--- config.mk ---
export PLATFORM = sky130hd
export DESIGN_NAME = weak_composition_generator
export DESIGN_NICKNAME = d
export VERILOG_FILES = /design/src/sv/wcg_pkg.sv /design/src/sv/wcg_front.sv /design/src/sv/wcg_back.sv /design/src/sv/weak_composition_generator.sv
export SDC_FILE = /design/constraint.sdc
export NUM_CORES = 1
export LEC_CHECK = 0
export BUFFER_PORTS_ARGS = -buffer_cell sky130_fd_sc_hd__buf_2
export CAP_MARGIN = 10
export CELL_PAD_IN_SITES_DETAIL_PLACEMENT = 0
export CELL_PAD_IN_SITES_GLOBAL_PLACEMENT = 1
export CORE_MARGIN = 2
export CORE_UTILIZATION = 49
export DETAILED_ROUTE_END_ITERATION = 8
export GPL_ROUTABILITY_DRIVEN = 0
export PLACE_DENSITY_LB_ADDON = 0.1
export REMOVE_ABC_BUFFERS = 1
export SETUP_SLACK_MARGIN = 0.1
export SKIP_CTS_REPAIR_TIMING = 1
export SLEW_MARGIN = 40
export SYNTH_ARGS = -nofsm -noshare
export SYNTH_HDL_FRONTEND = slang
export SYNTH_SLANG_ARGS = --single-unit
--- constraint.sdc ---
create_clock -name clk_i -period 5.7 [get_ports clk_i]
set_input_delay 1.14 -clock clk_i [delete_from_list [all_inputs] [get_ports clk_i]]
set_output_delay 1.14 -clock clk_i [all_outputs]
set_load 0.03 [all_outputs]
--- src/sv/wcg_pkg.sv ---
// Package for the weak composition generator.
// Holds shared widths, command and state codes, and the structs between modules.
// No dependencies.
package wcg_pkg;

  // Default sizing of the parts store
  localparam int MAX_PARTS_DEF   = 8;
  localparam int VALUE_WIDTH_DEF = 8;

  // Fixed field widths
  localparam int PART_COUNT_W = 4;
  localparam int TOTAL_W      = 8;
  localparam int INDEX_W      = 3;
  localparam int PART_VALUE_W = 8;
  localparam int CFG_IDX_W    = 2;
  localparam int CFG_DATA_W   = 8;

  // Command queue between front and back
  localparam int QUEUE_DEPTH = 2;

  // Configuration register indexes
  localparam logic [CFG_IDX_W-1:0] CFG_PART_COUNT = 2'd0;
  localparam logic [CFG_IDX_W-1:0] CFG_TOTAL      = 2'd1;

  // Reset values of the configuration registers
  localparam logic [PART_COUNT_W-1:0] PART_COUNT_RST = 4'd1;
  localparam logic [TOTAL_W-1:0]      TOTAL_RST      = 8'd0;

  typedef enum logic {
    CMD_STEP    = 1'b0,
    CMD_RESTART = 1'b1
  } cmd_e;

  typedef enum logic [1:0] {
    ST_IDLE,
    ST_SCAN,
    ST_APPLY,
    ST_EMIT
  } state_e;

  typedef struct packed {
    logic [PART_COUNT_W-1:0] part_count;
    logic [TOTAL_W-1:0]      total;
  } cfg_t;

  typedef struct packed {
    logic valid;
    cmd_e cmd;
  } cmd_t;

endpackage

--- src/sv/wcg_front.sv ---
// Front end of the weak composition generator: input handshake and command queue.
// Classifies each input transfer as restart or step and queues it for the back end.
// Depends on wcg_pkg.
module wcg_front (
  input  logic          clk_i,
  input  logic          rst_ni,
  input  logic          in_valid_i,
  output logic          in_ready_o,
  input  logic          restart_i,
  output wcg_pkg::cmd_t cmd_o,
  input  logic          cmd_pop_i
);
  import wcg_pkg::*;

  localparam int PW = (QUEUE_DEPTH > 1) ? $clog2(QUEUE_DEPTH) : 1;
  localparam int CW = $clog2(QUEUE_DEPTH + 1);

  cmd_e            q_mem_q [QUEUE_DEPTH];
  logic [PW-1:0]   wr_ptr_q, wr_ptr_d;
  logic [PW-1:0]   rd_ptr_q, rd_ptr_d;
  logic [CW-1:0]   cnt_q, cnt_d;
  logic            push, pop;
  cmd_e            in_cmd;

  // Classify the incoming item
  assign in_cmd = restart_i ? CMD_RESTART : CMD_STEP;

  assign in_ready_o = (cnt_q != CW'(QUEUE_DEPTH));
  assign push       = in_valid_i && in_ready_o;
  assign pop        = cmd_pop_i && (cnt_q != '0);

  assign cmd_o.valid = (cnt_q != '0);
  assign cmd_o.cmd   = q_mem_q[rd_ptr_q];

  // Pointer and fill count update
  always_comb begin
    wr_ptr_d = wr_ptr_q;
    rd_ptr_d = rd_ptr_q;
    cnt_d    = cnt_q;
    if (push) begin
      wr_ptr_d = (wr_ptr_q == PW'(QUEUE_DEPTH - 1)) ? '0 : wr_ptr_q + PW'(1);
    end
    if (pop) begin
      rd_ptr_d = (rd_ptr_q == PW'(QUEUE_DEPTH - 1)) ? '0 : rd_ptr_q + PW'(1);
    end
    if (push && !pop) begin
      cnt_d = cnt_q + CW'(1);
    end else if (pop && !push) begin
      cnt_d = cnt_q - CW'(1);
    end
  end

  always_ff @(posedge clk_i or negedge rst_ni) begin
    if (!rst_ni) begin
      wr_ptr_q <= '0;
      rd_ptr_q <= '0;
      cnt_q    <= '0;
    end else begin
      wr_ptr_q <= wr_ptr_d;
      rd_ptr_q <= rd_ptr_d;
      cnt_q    <= cnt_d;
    end
  end

  // Queue storage, payload only
  always_ff @(posedge clk_i) begin
    if (push) begin
      q_mem_q[wr_ptr_q] <= in_cmd;
    end
  end

endmodule

--- src/sv/wcg_back.sv ---
// Back end of the weak composition generator: parts store, step sequencer, output.
// Scans serially, applies one lexicographic step or loads the first, emits parts.
// Depends on wcg_pkg.
module wcg_back #(
  parameter int MAX_PARTS   = wcg_pkg::MAX_PARTS_DEF,
  parameter int VALUE_WIDTH = wcg_pkg::VALUE_WIDTH_DEF
) (
  input  logic                             clk_i,
  input  logic                             rst_ni,
  input  wcg_pkg::cfg_t                    cfg_i,
  input  wcg_pkg::cmd_t                    cmd_i,
  output logic                             cmd_pop_o,
  output logic                             out_valid_o,
  input  logic                             out_ready_i,
  output logic [wcg_pkg::INDEX_W-1:0]      part_index_o,
  output logic [wcg_pkg::PART_VALUE_W-1:0] part_value_o,
  output logic                             last_part_o,
  output logic                             final_composition_o
);
  import wcg_pkg::*;

  localparam int IW = (MAX_PARTS > 1) ? $clog2(MAX_PARTS) : 1;
  localparam int KW = $clog2(MAX_PARTS + 1);
  localparam int SW = VALUE_WIDTH + IW + 1;

  state_e                 state_q, state_d;
  logic [VALUE_WIDTH-1:0] parts_q [MAX_PARTS];
  logic [VALUE_WIDTH-1:0] parts_d [MAX_PARTS];
  logic                   first_q, first_d;
  logic                   done_q, done_d;
  logic [IW-1:0]          idx_q, idx_d;
  logic [IW-1:0]          pos_q, pos_d;
  logic [SW-1:0]          sum_q, sum_d;
  logic [SW-1:0]          presum_q, presum_d;

  logic [KW-1:0]          k_eff;
  logic [IW-1:0]          km1;
  logic [VALUE_WIDTH-1:0] n;
  logic [VALUE_WIDTH-1:0] scan_val;
  logic [IW-1:0]          pm1;
  logic                   inc;
  logic [SW-1:0]          rest;
  logic [VALUE_WIDTH-1:0] tail;
  logic                   is_last;

  // Effective part count: zero counts as one, clamp at the store size
  always_comb begin
    if (cfg_i.part_count == '0) begin
      k_eff = KW'(1);
    end else if (int'(cfg_i.part_count) > MAX_PARTS) begin
      k_eff = KW'(MAX_PARTS);
    end else begin
      k_eff = KW'(cfg_i.part_count);
    end
  end

  assign km1      = IW'(k_eff - KW'(1));
  assign n        = VALUE_WIDTH'(cfg_i.total);
  assign scan_val = parts_q[idx_q];
  assign is_last  = (idx_q == km1);

  // Step arithmetic: bump the part left of the last nonzero one, refill the tail
  assign pm1  = pos_q - IW'(1);
  assign inc  = (parts_q[pm1] != '1);
  assign rest = presum_q + SW'(inc);
  assign tail = (rest > SW'(n)) ? '0 : VALUE_WIDTH'(SW'(n) - rest);

  // Next state
  always_comb begin
    state_d = state_q;
    case (state_q)
      ST_IDLE: begin
        if (cmd_i.valid) begin
          state_d = (cmd_i.cmd == CMD_RESTART || first_q) ? ST_APPLY : ST_SCAN;
        end
      end
      ST_SCAN: begin
        if (is_last) begin
          state_d = ST_APPLY;
        end
      end
      ST_APPLY: state_d = ST_EMIT;
      ST_EMIT: begin
        if (out_ready_i && is_last) begin
          state_d = ST_IDLE;
        end
      end
      default: state_d = ST_IDLE;
    endcase
  end

  // Handshake outputs and output payload
  always_comb begin
    cmd_pop_o           = (state_q == ST_IDLE) && cmd_i.valid;
    out_valid_o         = (state_q == ST_EMIT);
    part_index_o        = INDEX_W'(idx_q);
    part_value_o        = PART_VALUE_W'(parts_q[idx_q]);
    last_part_o         = is_last;
    final_composition_o = done_q;
  end

  // Datapath
  always_comb begin
    parts_d  = parts_q;
    first_d  = first_q;
    done_d   = done_q;
    idx_d    = idx_q;
    pos_d    = pos_q;
    sum_d    = sum_q;
    presum_d = presum_q;
    case (state_q)
      ST_IDLE: begin
        if (cmd_i.valid) begin
          if (cmd_i.cmd == CMD_RESTART) begin
            for (int i = 0; i < MAX_PARTS; i++) begin
              parts_d[i] = '0;
            end
            first_d = 1'b1;
          end
          idx_d    = '0;
          pos_d    = '0;
          sum_d    = '0;
          presum_d = '0;
        end
      end
      // Find the last nonzero part above index zero and the sum below it
      ST_SCAN: begin
        if (scan_val != '0 && idx_q != '0) begin
          pos_d    = idx_q;
          presum_d = sum_q;
        end
        sum_d = sum_q + SW'(scan_val);
        if (!is_last) begin
          idx_d = idx_q + IW'(1);
        end
      end
      ST_APPLY: begin
        for (int i = 0; i < MAX_PARTS; i++) begin
          if (first_q) begin
            if (IW'(i) < km1) begin
              parts_d[i] = '0;
            end else if (IW'(i) == km1) begin
              parts_d[i] = n;
            end
          end else if (pos_q != '0) begin
            if (IW'(i) == pm1) begin
              parts_d[i] = parts_q[i] + VALUE_WIDTH'(inc);
            end else if (IW'(i) >= pos_q && IW'(i) < km1) begin
              parts_d[i] = '0;
            end else if (IW'(i) == km1) begin
              parts_d[i] = tail;
            end
          end
        end
        first_d = 1'b0;
        done_d  = (parts_d[0] == n);
        idx_d   = '0;
      end
      ST_EMIT: begin
        if (out_ready_i && !is_last) begin
          idx_d = idx_q + IW'(1);
        end
      end
      default: begin
        idx_d = '0;
      end
    endcase
  end

  always_ff @(posedge clk_i or negedge rst_ni) begin
    if (!rst_ni) begin
      state_q <= ST_IDLE;
      for (int i = 0; i < MAX_PARTS; i++) begin
        parts_q[i] <= '0;
      end
      first_q  <= 1'b1;
      done_q   <= 1'b0;
      idx_q    <= '0;
      pos_q    <= '0;
      sum_q    <= '0;
      presum_q <= '0;
    end else begin
      state_q  <= state_d;
      parts_q  <= parts_d;
      first_q  <= first_d;
      done_q   <= done_d;
      idx_q    <= idx_d;
      pos_q    <= pos_d;
      sum_q    <= sum_d;
      presum_q <= presum_d;
    end
  end

  // A stalled output holds its part
  a_emit_hold: assert property (@(posedge clk_i) disable iff (!rst_ni)
    (state_q == ST_EMIT && !out_ready_i) |=> (state_q == ST_EMIT && $stable(idx_q)))
    else $error("output part moved while stalled");

  // Counter never runs past the last part while scanning or emitting
  a_idx_range: assert property (@(posedge clk_i) disable iff (!rst_ni)
    (state_q == ST_SCAN || state_q == ST_EMIT) |-> (idx_q <= km1))
    else $error("part counter beyond part count");

  // A command is taken only when the back end is idle
  a_pop_idle: assert property (@(posedge clk_i) disable iff (!rst_ni)
    cmd_pop_o |=> (state_q == ST_SCAN || state_q == ST_APPLY))
    else $error("command taken without starting a step");

  // The first composition is consumed by the apply cycle
  a_first_clear: assert property (@(posedge clk_i) disable iff (!rst_ni)
    (state_q == ST_APPLY) |=> (!first_q && state_q == ST_EMIT))
    else $error("first-pending flag not cleared by step");

endmodule

--- src/sv/weak_composition_generator.sv ---
// Weak composition generator: each input transfer (restart or step) produces
// one output transfer per part of the current composition, part 0 first.
// After the command leaves the two-entry input queue, the back end goes from
// idle to a serial scan of the stored parts (skipped for the first composition
// after reset or restart), to an apply state that makes the step or loads the
// first composition, and to an emit state with k output transfers, k being the
// effective part count. The output gives one part per cycle while out_ready_i
// is high. No clearing pass runs after reset. Configuration is to be written
// only while idle by the user; the block itself does not enforce this.
// Depends on wcg_pkg, wcg_front and wcg_back.
module weak_composition_generator #(
  parameter int MAX_PARTS   = wcg_pkg::MAX_PARTS_DEF,
  parameter int VALUE_WIDTH = wcg_pkg::VALUE_WIDTH_DEF
) (
  input  logic                             clk_i,
  input  logic                             rst_ni,
  input  logic                             cfg_valid_i,
  output logic                             cfg_ready_o,
  input  logic [wcg_pkg::CFG_IDX_W-1:0]    cfg_index_i,
  input  logic [wcg_pkg::CFG_DATA_W-1:0]   cfg_data_i,
  input  logic                             in_valid_i,
  output logic                             in_ready_o,
  input  logic                             restart_i,
  output logic                             out_valid_o,
  input  logic                             out_ready_i,
  output logic [wcg_pkg::INDEX_W-1:0]      part_index_o,
  output logic [wcg_pkg::PART_VALUE_W-1:0] part_value_o,
  output logic                             last_part_o,
  output logic                             final_composition_o
);
  import wcg_pkg::*;

  cfg_t cfg_q, cfg_d;
  cmd_t cmd;
  logic cmd_pop;

  // Configuration registers
  assign cfg_ready_o = 1'b1;

  always_comb begin
    cfg_d = cfg_q;
    if (cfg_valid_i) begin
      case (cfg_index_i)
        CFG_PART_COUNT: cfg_d.part_count = cfg_data_i[PART_COUNT_W-1:0];
        CFG_TOTAL:      cfg_d.total      = cfg_data_i[TOTAL_W-1:0];
        default:        cfg_d = cfg_q;
      endcase
    end
  end

  always_ff @(posedge clk_i or negedge rst_ni) begin
    if (!rst_ni) begin
      cfg_q.part_count <= PART_COUNT_RST;
      cfg_q.total      <= TOTAL_RST;
    end else begin
      cfg_q <= cfg_d;
    end
  end

  wcg_front u_front (
    .clk_i      (clk_i),
    .rst_ni     (rst_ni),
    .in_valid_i (in_valid_i),
    .in_ready_o (in_ready_o),
    .restart_i  (restart_i),
    .cmd_o      (cmd),
    .cmd_pop_i  (cmd_pop)
  );

  wcg_back #(
    .MAX_PARTS   (MAX_PARTS),
    .VALUE_WIDTH (VALUE_WIDTH)
  ) u_back (
    .clk_i               (clk_i),
    .rst_ni              (rst_ni),
    .cfg_i               (cfg_q),
    .cmd_i               (cmd),
    .cmd_pop_o           (cmd_pop),
    .out_valid_o         (out_valid_o),
    .out_ready_i         (out_ready_i),
    .part_index_o        (part_index_o),
    .part_value_o        (part_value_o),
    .last_part_o         (last_part_o),
    .final_composition_o (final_composition_o)
  );

endmodule
==> impl_metrics.py <==
metrics = {
    "run_status": {
        "run_status": "finished clean",
    },
    "sta": {
        "finalHoldViolCount": 0,
        "post-route-min-period_ns": 5.326,
        "worstMarginPinSlew_ns": 0.8218,
        "rsz0062_at_grt": "yes",
        "slew_headroom_pct": 45.21,
        "max_clock_freq_ghz": 0.1878,
        "setup_ws_ns": 0.3742,
        "setup_viol_count_final": 0,
        "period_share_pct": 93.44,
        "clock_skew_ns": 0.01143,
        "drv_slew": 0,
        "setup_tns_ns": 0,
    },
    "power": {
        "power_density_nw_per_um2": 500.2,
        "p_int_uw": 2735,
        "p_sw_share_pct": 47.03,
        "seqPwrFrac_pct": 26.5,
        "pwr-share-comb_pct": 49.6,
        "power_frac_clock_pct": 23.9,
        "power.switching_uw": 2428,
        "peakVddDrop_mv": 0.2860,
        "leakagePower_uw": 0.004457,
    },
    "synthesis": {
        "ys_ff_latch": 116,
        "ys_async_sr_fraction_pct": 98.28,
        "synthDistinctLibCells": 80,
        "ys_warn_count": 0,
        "synth_edf_count": 2,
        "yosysSeqAreaShare_pct": 31.72,
        "ys.flop_type": "dfrtp_1",
        "synth.avg_cell_area_um2": 8.922,
        "syn_inst": 1030,
        "synth_area_um2": 9190,
    },
    "setup_path": {
        "worstPathMaxFanout": 12,
        "cp.required_ns": 6.06,
        "r2r-end": "u_back.final_composition_o$_DFFE_PN0P_",
        "r2r-start": "u_back.pos_q[0]$_DFFE_PN0P_",
        "r2r_slack_ns": 0.37,
        "critPathLaunchType": "flip-flop",
        "reg2reg_depth": 19,
        "crit_path_end_kind": "flip-flop",
        "path_class": "flip-flop to flip-flop",
        "cp.arrival_ns": 5.69,
    },
    "route": {
        "drc": 0,
        "vias": 8843,
        "viasPerCell": 6.787,
        "routed_wirelength_um": 32890,
        "final_antenna_net_count": 0,
        "routedWlPerCell_um": 25.24,
        "dr.pass1.iters": 7,
        "first_iter_violations": 870,
    },
    "clock_network": {
        "insertion_delay_ns": 0.43,
        "cts.path.max_buffers": 2,
        "cts-buffers-inserted": 17,
        "htreeDepth": 4,
        "clkTransAtPathRegs_ns": 0.06,
        "root_buffer": "clkbuf_16",
        "cts_tree": "yes",
        "cts.sinks": 116,
    },
    "hold_path": {
        "hold_end": "u_front.wr_ptr_q$_DFFE_PN0P_",
        "holdCritPathClass": "flip-flop to flip-flop",
        "hp-start": "u_front.wr_ptr_q$_DFFE_PN0P_",
        "hold_depth": 1,
    },
    "floorplanning": {
        "row_count": 50,
        "die_w_um": 141.0,
        "pin_count": 32,
        "design.core.area_um2": 18580,
        "start_util_pct": 49.46,
        "die_area_um2": 19870,
        "die_y_um": 141.0,
    },
    "grt": {
        "grt_use_total_pct": 33.76,
        "grt_max_degree": 62,
        "grt_pass1_vias": 8490,
        "grt-ovfl-total": 0,
        "antenna_found_initial": 0,
        "grt_pass1_wl_um": 51080,
    },
    "run": {
        "cap_viol_max_count": 0,
    },
    "cells_and_area": {
        "nets": 1132,
        "drive_gt1_share_pct": 14.03,
        "diodes": 0,
        "area_delta_synth_final_pct": 12.31,
        "nFillCells": 1707,
    },
    "place": {
        "port_buffers": 30,
        "dp_hpwl_um": 23550,
        "dp_slack_ns": 0.1931,
    },
}
## layout make-up
cell class	instances	area [um^2]	share of cell area, %
clock buffers	17	425.4	4.122
clock inverters	15	235.2	2.279
well taps	234	292.8	2.837
flip-flops and latches	116	2918	28.27
repair buffers	57	355.3	3.443
inverters	49	183.9	1.782
multi-input cells	815	5911	57.27
## metal layers
metal | track usage (%) | vias up | wire length, um
met3 | 8.696 | 117 | 3104
met1 | 47.94 | 4290 | 14300
li1 | - | 3917 | -
met4 | 19.26 | 0 | 1947
met2 | 46.55 | 519 | 13540
met5 | 0 | - | 0
## per-stage QoR
| stage | instance area (um^2) | utilization (%) | instances | total power, uW | hold slack [ns] |
|---|---|---|---|---|---|
| after floorplan | 8979 | - | 980 | 2879 | 0.4608 |
| after global placement | 9627 | 51.81 | 1271 | 3851 | 0.4829 |
| after detailed placement | 9643 | 51.90 | 1271 | 3847 | 0.4869 |
| after CTS | 10300 | 55.45 | 1303 | 5091 | 0.4977 |
| after global routing | 10320 | 55.55 | 1303 | 5423 | 0.5297 |
| final | 10320 | 55.55 | 1303 | 5163 | 0.4972 |
## synth_stat cells (7+ instances only)
library cell,count,area [um^2]
nand2_1,117,439.2
dfrtp_1,112,2803
nor2_1,67,251.5
o21ai_0,67,335.3
ha_1,58,725.7
a21oi_1,47,235.2
inv_1,47,176.4
xnor2_1,43,376.6
nand3_1,40,200.2
clkbuf_1,35,131.4
a22o_1,34,297.8
xor2_1,32,280.3
a32o_1,22,220.2
a221o_1,21,210.2
and3_1,17,106.4
mux4_2,17,382.9
mux2_2,16,180.2
a222oi_1,15,150.1
nand4_1,14,87.58
nor3_1,14,70.07
and2_1,13,81.33
o22ai_1,11,68.82
a22oi_1,10,75.07
buf_2,10,50.05
mux2i_1,9,90.09
o211ai_1,9,67.56
nand2b_1,8,50.05
o31ai_1,8,60.06
a211oi_1,7,52.55
nor2b_1,7,43.79
o21a_1,7,52.55
## worst max path at each step
stage / from / to / slack, ns / cells after the start
2_1_floorplan: u_back.pos_q[0]$_DFFE_PN0P_ / u_back.final_composition_o$_DFFE_PN0P_ / 0.69 / 19
3_3_place_gp: u_back.pos_q[0]$_DFFE_PN0P_ / u_back.parts_q[28]$_DFFE_PN0P_ / 0.27 / 19
3_5_place_dp: u_back.pos_q[0]$_DFFE_PN0P_ / u_back.parts_q[46]$_DFFE_PN0P_ / 0.19 / 19
4_1_cts: u_back.pos_q[0]$_DFFE_PN0P_ / u_back.parts_q[46]$_DFFE_PN0P_ / 0.20 / 19
5_1_grt: u_back.pos_q[0]$_DFFE_PN0P_ / u_back.parts_q[54]$_DFFE_PN0P_ / 0.07 / 19
6_report: u_back.pos_q[0]$_DFFE_PN0P_ / u_back.final_composition_o$_DFFE_PN0P_ / 0.37 / 19
## power groups by stage
stage	clock [uW]	sequential [uW]	combinational, uW
2_1_floorplan	0	1310	1570
3_3_place_gp	0	1370	2490
3_5_place_dp	0	1370	2480
4_1_cts	1240	1350	2490
5_1_grt	1280	1390	2750
6_report	1230	1370	2560
## cells by family after synthesis
family	after synthesis	share of synthesized area, %
adders and majority gates	60	8.332
and+or+nand+nor	324	16.61
buffers and inverters	99	4.302
DFF	116	31.72
muxes	42	7.107
AOI/OAI and AO/OA	313	24.74
other	1	0.04080
xor gates and xnor gates	75	7.148
## cells in the final DEF, fill, tap and decap left out, types with 7 or more instances in the layout
cell type,instances
nor2_1,63
nor3_1,14
and2_1,13
o21a_1,7
mux2i_1,9
dfrtp_1,110
a21oi_1,46
a32o_1,22
nand2b_1,8
xor2_1,32
ha_1,58
and3_1,17
o21ai_0,67
nand4_1,14
inv_1,47
o211ai_1,9
a221o_1,21
nand3_1,40
mux2_2,16
mux4_2,17
o22ai_1,11
xnor2_1,43
a222oi_1,15
buf_4,28
o31ai_1,8
a22o_1,34
clkbuf_16,17
a22oi_1,10
buf_2,29
nand2_1,117
## flip-flops by register name, summed over array words and instances (netlist names)
register	count
cfg_q	12
u_back.final_composition_o	1
u_back.first_q	1
u_back.part_index_o	3
u_back.parts_q	64
u_back.pos_q	3
u_back.presum_q	12
u_back.state_q	2
u_back.sum_q	12
u_front.cnt_q	2
u_front.q_mem_q	2
u_front.rd_ptr_q	1
u_front.wr_ptr_q	1
## critical path, cell delays in order, from the launching register on
cell	delay (ns)
dfrtp_2	0.49
inv_1	0.23
ha_1	0.24
xor2_1	0.27
mux4_2	0.55
inv_1	0.12
ha_1	0.21
ha_1	0.20
nand3_1	0.18
nor2_1	0.17
xor2_1	0.10
ha_1	0.42
nand4_1	0.21
o21ai_1	0.20
o311ai_2	0.15
or4_4	0.62
o21ai_1	0.26
mux2i_1	0.27
o211a_1	0.20
a32o_1	0.17
(Power assumes the default switching activity.)
